[src/hdl/arcb_pkg.sv]
package arcb_pkg;

    localparam int COORD_BITS_DEF = 12;
    localparam int FRAC_BITS_DEF  = 16;
    localparam int OUT_BITS       = 18;
    localparam int CFG_BITS       = 32;
    localparam int CFG_IDX_BITS   = 2;

    localparam logic [CFG_IDX_BITS-1:0] CFG_SCALE_X  = 2'd0;
    localparam logic [CFG_IDX_BITS-1:0] CFG_SCALE_Y  = 2'd1;
    localparam logic [CFG_IDX_BITS-1:0] CFG_MIN_SQ   = 2'd2;

    localparam logic [CFG_BITS-1:0] SCALE_X_RST = 32'd3360694;
    localparam logic [CFG_BITS-1:0] SCALE_Y_RST = 32'd4483265;
    localparam logic [CFG_BITS-1:0] MIN_SQ_RST  = 32'd1;

    localparam int IN_BYTES_BITS = 32;
    localparam int OUT_DATA_BITS = 72;

    // Datapath operations issued by the controller.
    localparam logic [3:0] OP_NONE    = 4'd0;
    localparam logic [3:0] OP_SCALE   = 4'd1;
    localparam logic [3:0] OP_LEN     = 4'd2;
    localparam logic [3:0] OP_SQRT    = 4'd3;
    localparam logic [3:0] OP_DIVX    = 4'd4;
    localparam logic [3:0] OP_DIVY    = 4'd5;
    localparam logic [3:0] OP_MUL     = 4'd6;
    localparam logic [3:0] OP_ROUND   = 4'd7;
    localparam logic [3:0] OP_SQ      = 4'd8;
    localparam logic [3:0] OP_STORE   = 4'd9;
    localparam logic [3:0] OP_SQRTINIT = 4'd10;
    localparam logic [3:0] OP_DIVINIT = 4'd11;
    localparam logic [3:0] OP_CMP     = 4'd12;

    typedef struct packed {
        logic [3:0] op;
        logic [2:0] sub;
    } arcb_cmd_t;

    typedef struct packed {
        logic outside;
        logic drag;
    } arcb_status_t;

endpackage

[src/hdl/arcb_ctrl.sv]
module arcb_ctrl #(
    parameter int COORD_BITS = arcb_pkg::COORD_BITS_DEF,
    parameter int FRAC_BITS  = arcb_pkg::FRAC_BITS_DEF
) (
    input  logic                   clk,
    input  logic                   rst_n,
    input  logic                   in_valid,
    output logic                   in_ready,
    output logic                   load,
    output logic                   out_valid,
    input  logic                   out_ready,
    output arcb_pkg::arcb_cmd_t    cmd,
    input  arcb_pkg::arcb_status_t status
);
    import arcb_pkg::*;

    localparam int LB = 2 * (FRAC_BITS + 2) + 1;
    localparam int SQ_STEPS = (LB + 1) / 2;
    localparam int DIV_STEPS = LB + FRAC_BITS;
    localparam int CB = 7;

    localparam logic [3:0] S_IDLE  = 4'd0;
    localparam logic [3:0] S_SCALE = 4'd1;
    localparam logic [3:0] S_LEN   = 4'd2;
    localparam logic [3:0] S_SQI   = 4'd3;
    localparam logic [3:0] S_SQRT  = 4'd4;
    localparam logic [3:0] S_DIVI  = 4'd5;
    localparam logic [3:0] S_DIV   = 4'd6;
    localparam logic [3:0] S_END   = 4'd7;
    localparam logic [3:0] S_MUL   = 4'd8;
    localparam logic [3:0] S_RND   = 4'd9;
    localparam logic [3:0] S_SQ    = 4'd10;
    localparam logic [3:0] S_CMP   = 4'd11;
    localparam logic [3:0] S_OUT   = 4'd12;

    logic [3:0] state_reg, state_next;
    logic [CB-1:0] cnt_reg, cnt_next;
    logic axis_reg, axis_next;

    assign in_ready = state_reg == S_IDLE;
    assign load = in_valid && in_ready;
    assign out_valid = state_reg == S_OUT;

    always_comb
    begin
        state_next = state_reg;
        cnt_next = cnt_reg;
        axis_next = axis_reg;
        cmd.op = OP_NONE;
        cmd.sub = '0;
        case (state_reg)
            S_IDLE:
                if (in_valid)
                    state_next = S_SCALE;
            S_SCALE:
            begin
                cmd.op = OP_SCALE;
                state_next = S_LEN;
            end
            S_LEN:
            begin
                cmd.op = OP_LEN;
                cmd.sub = 3'd5;
                state_next = S_SQI;
            end
            S_SQI:
            begin
                cmd.op = OP_SQRTINIT;
                cnt_next = '0;
                state_next = S_SQRT;
            end
            S_SQRT:
            begin
                cmd.op = OP_SQRT;
                cnt_next = cnt_reg + 1'b1;
                if (cnt_reg == CB'(SQ_STEPS - 1))
                begin
                    axis_next = 1'b0;
                    state_next = S_DIVI;
                end
            end
            S_DIVI:
            begin
                cmd.op = OP_DIVINIT;
                cmd.sub = {2'b00, axis_reg};
                cnt_next = '0;
                state_next = status.outside ? S_DIV : S_END;
            end
            S_DIV:
            begin
                cmd.op = axis_reg ? OP_DIVY : OP_DIVX;
                cnt_next = cnt_reg + 1'b1;
                if (cnt_reg == CB'(DIV_STEPS))
                begin
                    cmd.sub = 3'd4;
                    if (axis_reg)
                        state_next = S_END;
                    else
                    begin
                        axis_next = 1'b1;
                        state_next = S_DIVI;
                    end
                end
            end
            S_END:
            begin
                cnt_next = '0;
                if (status.drag)
                    state_next = S_MUL;
                else
                begin
                    cmd.op = OP_STORE;
                    state_next = S_IDLE;
                end
            end
            S_MUL:
            begin
                cmd.op = OP_MUL;
                cmd.sub = cnt_reg[2:0];
                cnt_next = cnt_reg + 1'b1;
                if (cnt_reg == CB'(4))
                begin
                    cnt_next = '0;
                    state_next = S_RND;
                end
            end
            S_RND:
            begin
                cmd.op = OP_ROUND;
                cmd.sub = cnt_reg[2:0];
                cnt_next = cnt_reg + 1'b1;
                if (cnt_reg == CB'(3))
                begin
                    cnt_next = '0;
                    state_next = S_SQ;
                end
            end
            S_SQ:
            begin
                cmd.op = OP_SQ;
                cmd.sub = cnt_reg[2:0];
                cnt_next = cnt_reg + 1'b1;
                if (cnt_reg == CB'(2))
                    state_next = S_CMP;
            end
            S_CMP:
            begin
                cmd.op = OP_CMP;
                state_next = S_OUT;
            end
            S_OUT:
                if (out_ready)
                    state_next = S_IDLE;
            default:
                state_next = S_IDLE;
        endcase
    end

    always_ff @(posedge clk or negedge rst_n)
    begin
        if (!rst_n)
        begin
            state_reg <= S_IDLE;
            cnt_reg <= '0;
            axis_reg <= 1'b0;
        end
        else
        begin
            state_reg <= state_next;
            cnt_reg <= cnt_next;
            axis_reg <= axis_next;
        end
    end

    a_out_hold: assert property (@(posedge clk) disable iff (!rst_n)
        out_valid && !out_ready |=> out_valid)
        else $error("result dropped while stalled");
    a_no_accept_busy: assert property (@(posedge clk) disable iff (!rst_n)
        out_valid |-> !in_ready)
        else $error("input taken while result pending");
    a_load_starts: assert property (@(posedge clk) disable iff (!rst_n)
        load |=> state_reg == S_SCALE)
        else $error("accepted item did not start");

endmodule

[config.mk]
export PLATFORM = sky130hd
export DESIGN_NAME = arcb_ctrl
export DESIGN_NICKNAME = d
export VERILOG_FILES = /design/src/hdl/arcb_pkg.sv /design/src/hdl/arcb_ctrl.sv
export SDC_FILE = /design/constraint.sdc
export NUM_CORES = 1
export LEC_CHECK = 0
export BUFFER_PORTS_ARGS = -buffer_cell sky130_fd_sc_hd__buf_2
export CORE_MARGIN = 2
export CORE_UTILIZATION = 27
export CTS_BUF_LIST = sky130_fd_sc_hd__clkbuf_4 sky130_fd_sc_hd__clkbuf_8
export CTS_CLUSTER_DIAMETER = 50
export CTS_CLUSTER_SIZE = 12
export DETAILED_ROUTE_END_ITERATION = 7
export PLACE_DENSITY = 0.48
export SLEW_MARGIN = 20
export SYNTH_ARGS = -nofsm -noshare
export SYNTH_HDL_FRONTEND = slang
export SYNTH_SLANG_ARGS = --single-unit
[constraint.sdc]
create_clock -name clk -period 2.4 [get_ports clk]
set_input_delay 0.48 -clock clk [delete_from_list [all_inputs] [get_ports clk]]
set_output_delay 0.48 -clock clk [all_outputs]
set_load 0.03 [all_outputs]
# Yosys cells after proc, flatten, opt, wreduce, memory -nomap -nowiden
# Cells that the tools add are included.
word_totals:
  reg_bits: 12
  latch_bits: 0
  mem_bits_rw: 0
  mem_bits_ro: 0
  input_bits: 6
  wordCells: 59
  mem_count: 0
op_classes:
  addsub: 1
  multipliers: 0
  n_div: 0
  n_lt_le_gt_ge: 0
  n_eq_ne: 24
  shift: 0
  muxes: 22
  n_bitwise: 0
  reduce_logical: 9
ops:
  columns: ["op", "count"]
  rows:
  - ["4-bit case mux with 13 select lines", 1]
  - ["4-bit case mux with 11 select lines", 1]
  - ["4-bit two-way mux", 9]
  - ["7-bit case mux with 4 select lines", 1]
  - ["4-bit == test, second input constant", 5]
  - ["4-bit by 3-bit == test with 1-bit output, second input constant", 4]
  - ["7-bit by 2-bit == test with 1-bit output, second input constant", 2]
  - ["7-bit two-way mux", 2]
  - ["2-bit inequality test, second input constant", 6]
  - ["3-bit case mux with 4 select lines", 1]
  - ["3-bit OR reduction", 3]
  - ["4-bit by 2-bit == test with 1-bit output, second input constant", 2]
  - ["7-bit by 1-bit adder with 7-bit output, second input constant", 1]
  - ["7-bit by 3-bit == test with 1-bit output, second input constant", 1]
  - ["7-bit by 5-bit == test with 1-bit output, second input constant", 1]
  - ["7-bit by 6-bit == test with 1-bit output, second input constant", 1]
  - ["7-bit AND reduction", 1]
  - ["4-bit by 1-bit == test with 1-bit output, second input constant", 1]
  - ["4-bit zero test", 1]
  - ["1-bit two-way mux", 4]
  - ["4-bit nonzero test", 1]
  - ["3-bit two-way mux", 1]
  - ["3-bit AND reduction", 1]
  - ["2-bit two-way mux", 1]
  - ["other kinds (4)", 4]

# Logic depth before layout (Yosys ltp)
logic_depth:
  ltp_word: 3
  mapped_depth: 7

# Worst setup path after synthesis
# Ideal clock, no wire load.
synth_timing:
  path_kind: "register to output"
  startpoint: "register state_reg[0]"
  endpoint: "output port load"
  t_arrival_ns: 2.033
  required_time_ns: 1.920
  setup_slack_ns: -0.113
  stages_incl_launch_ff: 4
  path_cell_list: "dfrtp_1 > clkbuf_1 > nor4_1 > and2_1"
synth_between:
  elab_chain_len: 2
synth_rtl:
  columns: ["item", "line", "rtl"]
  rows:
  - ["start, declared", "arcb_ctrl.sv:36", "logic [3:0] state_reg, state_next;"]
  - ["start signal, assigned", "arcb_ctrl.sv:169", "state_reg <= state_next;"]
  - ["4-bit zero test", "arcb_ctrl.sv:40", "assign in_ready = state_reg == S_IDLE;"]
  - ["named net in_ready", "arcb_ctrl.sv:8", "output logic in_ready,"]
  - ["1-bit logical AND", "arcb_ctrl.sv:41", "assign load = in_valid && in_ready;"]
  - ["end, declared", "arcb_ctrl.sv:9", "output logic load,"]
# The timed path passes the listed nets, and every way through them passes these cells.

==> flow_summary.json <==
{
  "placementRows": 23,
  "worst_slew_pin_slew_ns": 0.5092,
  "dr.pass1.iters": 4,
  "initial_core_util_pct": 27.96,
  "slowest_stage": "dfrtp_1",
  "grt_first_pass_wirelength_mm": 5.250,
  "yosys.area.top_type": "dfrtp_1",
  "min_period_ns": 2.199,
  "power.static_leakage_nw": 0.5518,
  "first_global_vias": 1084,
  "max_slew_margin_pct": 65.85,
  "ys_seq_elements": 12,
  "crit_required_ns": 1.92,
  "nNetsFinal": 178,
  "period_share_pct": 91.61,
  "grt_max_degree": 17,
  "synth.distinct_cells": 47,
  "detail-route-antenna-nets": 0,
  "drt_wl_total_mm": 3.116,
  "finalHoldViolations": 0,
  "postPlaceCellArea_um2": 1275,
  "r2r_end": "cnt_reg[2]",
  "antenna_found_initial": 0,
  "final_max_slew_viol_count": 0,
  "die_area_um2": 4674,
  "cts.clk_slew.worst_paths_ns": 0.06,
  "rsz0062_at_grt": "no",
  "reg2reg_depth": 5,
  "cp-end-kind": "output pin",
  "placement.io_buffers": 15,
  "gp_congestion": 0.8402,
  "cp_slowest_stage_delay_ns": 0.46,
  "critPathKind": "flop to output pin",
  "critPathMaxFanout": 9,
  "largest_reg_flops": 7,
  "synth_warnings": 0,
  "cap_violations": 0,
  "core-area_um2": 4000,
  "cp-start-kind": "flop",
  "layout.cells.non_filler": 216,
  "ys_async_sr_fraction_pct": 100.0,
  "rrSetupSlack_ns": 0.43,
  "setup-tns-final_ns": 0,
  "avgSynthCellArea_um2": 7.359,
  "num_io_pins": 16,
  "drive_above_1_share_pct": 21.08,
  "syn-num-nets": 162,
  "yosys_most_used_dff": "dfrtp_1",
  "drtIter0Drc": 117,
  "yosysSeqAreaShare_pct": 26.85,
  "crit_path_start": "cnt_reg[6]",
  "die_h_um": 68.37,
  "crit_path_frequent_cell": "o21ai_0",
  "hold_class": "input pin to asynchronous set/reset pin",
  "cts_tree": "yes",
  "setup_viol": 0,
  "route.vias.total": 1163,
  "area_delta_synth_final_pct": 18.12,
  "clockRootBuffer": "clkbuf_8",
  "finalClockSkew_ns": 0.002893,
  "die_x_um": 68.37,
  "r2r_start": "cnt_reg[3]",
  "grt_overflow": 0,
  "synthTopCellsByArea": "dfrtp_1 27%, o21ai_0 8.9%, nand2_1 5.7%",
  "h-tree-depth": 1,
  "n_fill_cell": 446,
  "fin_util_pct": 33.03,
  "yosysTopAreaCellShare_pct": 26.85,
  "crit_chain": "nand4b_1 -> nor3b_2 -> o21ai_0 -> o21ai_0 -> a32o_1 -> buf_2",
  "antenna_cells": 0,
  "peakVddDrop_uv": 488.7,
  "clk_latency_ns": 0.24,
  "remaining_drc_errors": 0,
  "viasPerCell": 5.384,
  "dpl.cell_count": 213,
  "avgRoutedWirePerCell_um": 14.43,
  "syn_inst": 152,
  "grt_use_total_pct": 15.25,
  "worst_ep_arrival_time_ns": 1.72,
  "cts_buffers": 3,
  "syn_area_um2": 1119,
  "clk_path_buf_depth": 2,
  "status": "finished, final reports clean",
  "finalPower_mw": 1.803,
  "powerDensity_nw_per_um2": 1365,
  "stdcell_area_um2": 1321,
  "detailed_place_hpwl_mm": 2.396,
  "fmax_mhz": 454.8,
  "clkSinkCount": 12,
  "worstSetupEndpoint": "cmd[2]",
  "synth-edff-count": 0
}
-- logic make-up after synthesis --
logic type	Yosys count	synth area share (%)
xor gates and xnor gates	2	1.566
buffers and inverters	24	8.948
muxes	1	0.8949
AOI/OAI and AO/OA	56	32.55
adders and majority gates	4	4.474
DFF	12	26.85
and+or+nand+nor	53	24.72
-- worst max-delay path: cells and delay by family, from the launching register on --
family / cells / cell delay (ns)
AND/OR/NAND/NOR: 2 / 0.49
AO/OA/AOI/OAI: 3 / 0.33
buffers and inverters: 1 / 0.20
flip-flops: 1 / 0.46
-- final cells by class --
type	count	area [um2]	area share, %
multi-input combinational	116	729.5	55.21
sequential	12	300.3	22.73
timing repair buffer	25	150.1	11.36
clock buffer	3	41.29	3.125
tap	50	62.56	4.735
inverter	10	37.54	2.841
-- Yosys cell counts (all sizes together), types with 3 or more instances --
cell type  count
o22ai          4
buf            5
a21oi         10
o21ai         21
dfrtp         12
nor2           8
o31ai          3
clkbuf         9
nand2         17
inv            9
nor2b          4
a31oi          3
nor3           6
ha             4
-- layer usage --
metal	GRT usage, %	vias to the layer above	share of wire [%]
li1	-	574	-
met5	0	-	0
met3	4.276	4	7.1
met4	5.000	0	1.2
met1	20.22	548	46
met2	23.79	37	45
-- where the power goes --
group / total [mW] / switching, mW / leakage [nW] / internal [mW]
registers: 0.394 / 0.129 / 0.158 / 0.265
logic: 1.22 / 0.748 / 0.372 / 0.471
clock network: 0.190 / 0.0792 / 0.0216 / 0.111
-- how the worst min path moves through the flow --
stage / slack, ns / endpoint / cells after the start
floorplan: 0.18 / axis_reg / 0
global placement: 0.39 / axis_reg / 1
detailed placement: 0.39 / state_reg[1] / 1
CTS: 0.13 / state_reg[1] / 1
global route: 0.14 / state_reg[1] / 1
finish: 0.11 / state_reg[1] / 1
-- repair_timing --
action / CTS / global route
gates resized for setup: 0 / 1
setup buffers: 0 / 0
setup endpoints to repair: 0 / 1
hold buffers: 0 / 0
-- through the flow --
step | setup slack [ns] | hold slack (ns)
after floorplan | 0.1136 | 0.1844
after global placement | 0.4256 | 0.3948
after detailed placement | 0.3874 | 0.3933
after CTS | 0.08407 | 0.1271
after global routing | 0.03312 | 0.1382
final | 0.2014 | 0.1137
-- placed cells by master (no fill, tap or decap), types with 2 or more instances in the layout --
cell	n
o21ai_0	20
nand2_1	17
buf_2	15
dfrtp_1	12
a21oi_1	10
buf_4	10
inv_1	9
nor2_1	8
nor3_1	6
nor2b_1	4
o22ai_1	4
ha_1	4
a31oi_1	3
clkbuf_8	3
nand3_1	2
o31a_1	2
and2_1	2
xnor2_1	2
o31ai_2	2
nand3b_1	2
nand4_1	2
a21o_1	2
Note: power is estimated with default switching activity, not from simulation.
